[src/sv/kerp_ram.sv]
// Generic single-port-write, single-port-read RAM with registered read data.
`default_nettype none
module kerp_ram #(
  parameter int WIDTH = 8,
  parameter int DEPTH = 16
) (
  input  wire logic                     clk,
  input  wire logic                     we,
  input  wire logic [$clog2(DEPTH)-1:0] waddr,
  input  wire logic [WIDTH-1:0]         wdata,
  input  wire logic [$clog2(DEPTH)-1:0] raddr,
  output logic      [WIDTH-1:0]         rdata
);

  logic [WIDTH-1:0] mem [DEPTH];

  always_ff @(posedge clk) begin
    if (we) begin
      mem[waddr] <= wdata;
    end
    rdata <= mem[raddr];
  end

endmodule
`default_nettype wire
[config.mk]
export PLATFORM = sky130hd
export DESIGN_NAME = kerp_ram
export DESIGN_NICKNAME = d
export VERILOG_FILES = /design/src/sv/kerp_ram.sv
export SDC_FILE = /design/constraint.sdc
export NUM_CORES = 1
export LEC_CHECK = 0
export BUFFER_PORTS_ARGS = -buffer_cell sky130_fd_sc_hd__buf_2
export CORE_MARGIN = 5
export CORE_UTILIZATION = 54
export DETAILED_ROUTE_END_ITERATION = 16
export GPL_ROUTABILITY_DRIVEN = 0
export PLACE_DENSITY = 0.74
export SETUP_SLACK_MARGIN = 0.3
export SLEW_MARGIN = 20
export SYNTH_ARGS = -nofsm -noshare
export SYNTH_HDL_FRONTEND = slang
export SYNTH_SLANG_ARGS = --single-unit
[constraint.sdc]
create_clock -name clk -period 1.51 [get_ports clk]
set_input_delay 0.151 -clock clk [delete_from_list [all_inputs] [get_ports clk]]
set_output_delay 0.151 -clock clk [all_outputs]
set_load 0.01 [all_outputs]
==> flow_summary.toml <==
[run_status]
status = "completed"

[sta]
finalCriticalPeriod_ns = 1.361
slew_viol_final = 0
setup_viol = 0
fin_crit_sh_pct = 90.11
fmax_mhz = 735.0
tightest_slew_ns = 0.3888
hold_violations = 0
setup_tns_ns = 0
grt_setup_unrepaired = "true"
relSlewSlack_pct = 74.08
clock_skew_ns = 0.008934

[global_route]
grt_pass1_wl_um = 16010
grt_max_degree = 17
grt_pass1_vias = 2625
grt_usage_pct = 19.93
antenna_found_initial = 0
overflow = 0

[critical_path]
rr_endpoint = "rdata[6]"
crit_path_start_kind = "flop"
critPathBufInv = 1
crit_family = "multiplexers"
required_ns = 1.90
endpoint_kind = "flop"
crit_arrival_ns = 1.75
r2r_cells = 4
r2r_slack_ns = 0.15
slowest_stage = "mux4_2"
slowest_delay_ns = 0.49
r2r_start = "mem[3][6]"
crit_type = "reg -> reg"
path_cells = "mux4_2 > a22oi_2 > buf_4 > nand2_1"
cp_max_fo = 1

[clock_tree]
clk_latency_ns = 0.51
clk_pin_slew_worst_paths_ns = 0.06
cts_setup_buffers = 0
cts_sinks = 136
cts_max_level = 4
cts_root_buf = "clkbuf_8"
cts_tree = "yes"
cts_max_path_buffers = 2
numCtsBuffers = 17

[flow_run]
maxCapViolCount = 0

[yosys]
synth_top_area_share_pct = 74.67
syn_nets = 247
netlist_instances = 229
syn_area_um2 = 5147
yosysUniqueCellTypes = 19
yosysTopAreaCell = "edfxtp_1"
ys_seq_area_share_pct = 77.78
ys_top_cells_by_area = "edfxtp_1 75%, mux4_2 7.9%, mux4_1 7.1%, dfxtp_1 3.1%, a22oi_1 2.3%"
ys_ff_latch = 136
synth_warnings = 0
syn_area_per_cell_um2 = 22.48

[floorplanning]
start_util_pct = 55.44
die_area_um2 = 11590
die_y_um = 107.6
die_w_um = 107.6
ios = 26
core-area_um2 = 9284
rows = 35

[pwr]
p_seq_share_pct = 45.3
p_comb_share_pct = 4.8
p_int_mw = 7.653
p_leak_nw = 2.178
ir_worst_vdd_v = 0.0008360
switching_share_pct = 18.46
powerDensity_nw_per_um2 = 1475
power_switching_mw = 1.733
clockPowerShare_pct = 49.9

[finish]
stdcell_count = 440
layout_commonest_cell = "edfxtp_1"
fin_area_um2 = 6364
nNetsFinal = 316
drive_gt1_share_pct = 40.51
finalCoreUtilization_pct = 68.54
area_growth_pct = 23.63
final_cell_mix = "128 x edfxtp_1, 29 x mux4_2, 28 x buf_4"
fillers = 609
num_antenna_cells = 0

[placement]
numPlacedInstances = 406
io_buffer_count = 25
place_area_um2 = 5653
dp_hpwl_um = 6530

[detailed_routing]
antenna_left = 0
drtPass1Iterations = 4
num_vias = 2531
wl_per_cell_um = 23.32
post_drt_via_cell_ratio = 5.752
drt-initial-drc-count = 201
routed_wirelength_um = 10260
drc = 0

[min_path]
hp-class = "in -> reg"
hold_depth = 1
min_from = "wdata[7]"
holdPathEnd = "mem[2][7]"
stage by stage:
stage / power (mW) / setup WS [ns] / hold WS [ns]
after floorplan: 4.566 / 0.2560 / 0.2499
after CTS: 9.458 / 0.1338 / 0.01276
after global routing: 9.708 / 0.07612 / 0.008036
after detailed placement: 4.771 / -0.1239 / 0.5379
final: 9.386 / 0.1494 / 0.02874
after global placement: 4.754 / -0.1181 / 0.5310
cell families after synthesis:
group	share of synthesized area [%]
flops	77.78
simple gates	3.184
mux	15.02
buf+inv	1.677
compound gates	2.334
power groups by stage:
stage | combinational (mW) | clock, mW | sequential [mW]
after floorplan | 0.236 | 0 | 4.33
after global placement | 0.433 | 0 | 4.32
after detailed placement | 0.444 | 0 | 4.33
after CTS | 0.458 | 4.75 | 4.25
after global routing | 0.486 | 4.97 | 4.25
final | 0.451 | 4.69 | 4.25
cells in the mapped netlist:
library cell / n
edfxtp_1: 128
mux4_2: 18
a22oi_1: 16
mux4_1: 14
nor2_1: 13
nand2_1: 9
dfxtp_1: 8
nor3_1: 4
buf_2: 3
buf_6: 3
clkdlybuf4s25_2: 3
nand2b_1: 2
nand3b_1: 2
and2_1: 1
and2b_1: 1
buf_4: 1
nand3_1: 1
nor2b_1: 1
or3b_2: 1
area by class of cell:
cell class | instances | area (µm²) | share of cell area, %
clock buffer | 20 | 435.4 | 6.842
clock inverter | 12 | 245.2 | 3.854
multi-input combinational | 83 | 1062 | 16.69
sequential | 136 | 4004 | 62.92
tap | 129 | 161.4 | 2.536
timing repair buffer | 60 | 455.4 | 7.157
worst max path at each step:
stage	start	to	slack, ns	cells after the start
after CTS	mem[3][6]	rdata[6]	0.13	4
after floorplan	waddr[2]	mem[0][0]	0.26	2
final	mem[3][6]	rdata[6]	0.15	4
after global routing	mem[3][6]	rdata[6]	0.08	4
after detailed placement	raddr[0]	rdata[4]	-0.12	6
after global placement	raddr[0]	rdata[4]	-0.12	6
routing by layer:
metal | wire length (µm) | part of all wire [%] | vias up | GRT usage (%)
li1 | - | - | 1101 | -
met1 | 4229 | 41 | 1334 | 26.83
met2 | 5300 | 52 | 91 | 31.88
met3 | 657 | 6.4 | 5 | 5.639
met4 | 72 | 0.70 | 0 | 6.222
met5 | 0 | 0 | - | 0
repair_timing:
| action | 4_1_cts | 5_1_grt |
|---|---|---|
| hold buffers | 2 | 0 |
| endpoints found under the hold margin | 10 | 0 |
| resized for setup | 2 | 0 |
| pin swaps | 2 | 0 |
| endpoints found under the setup margin | 8 | 8 |
registers in the layout, summed over array words and instances (netlist names):
signal / flops
mem: 128
rdata: 8
No activity file was read; power rests on OpenSTA's default activity.
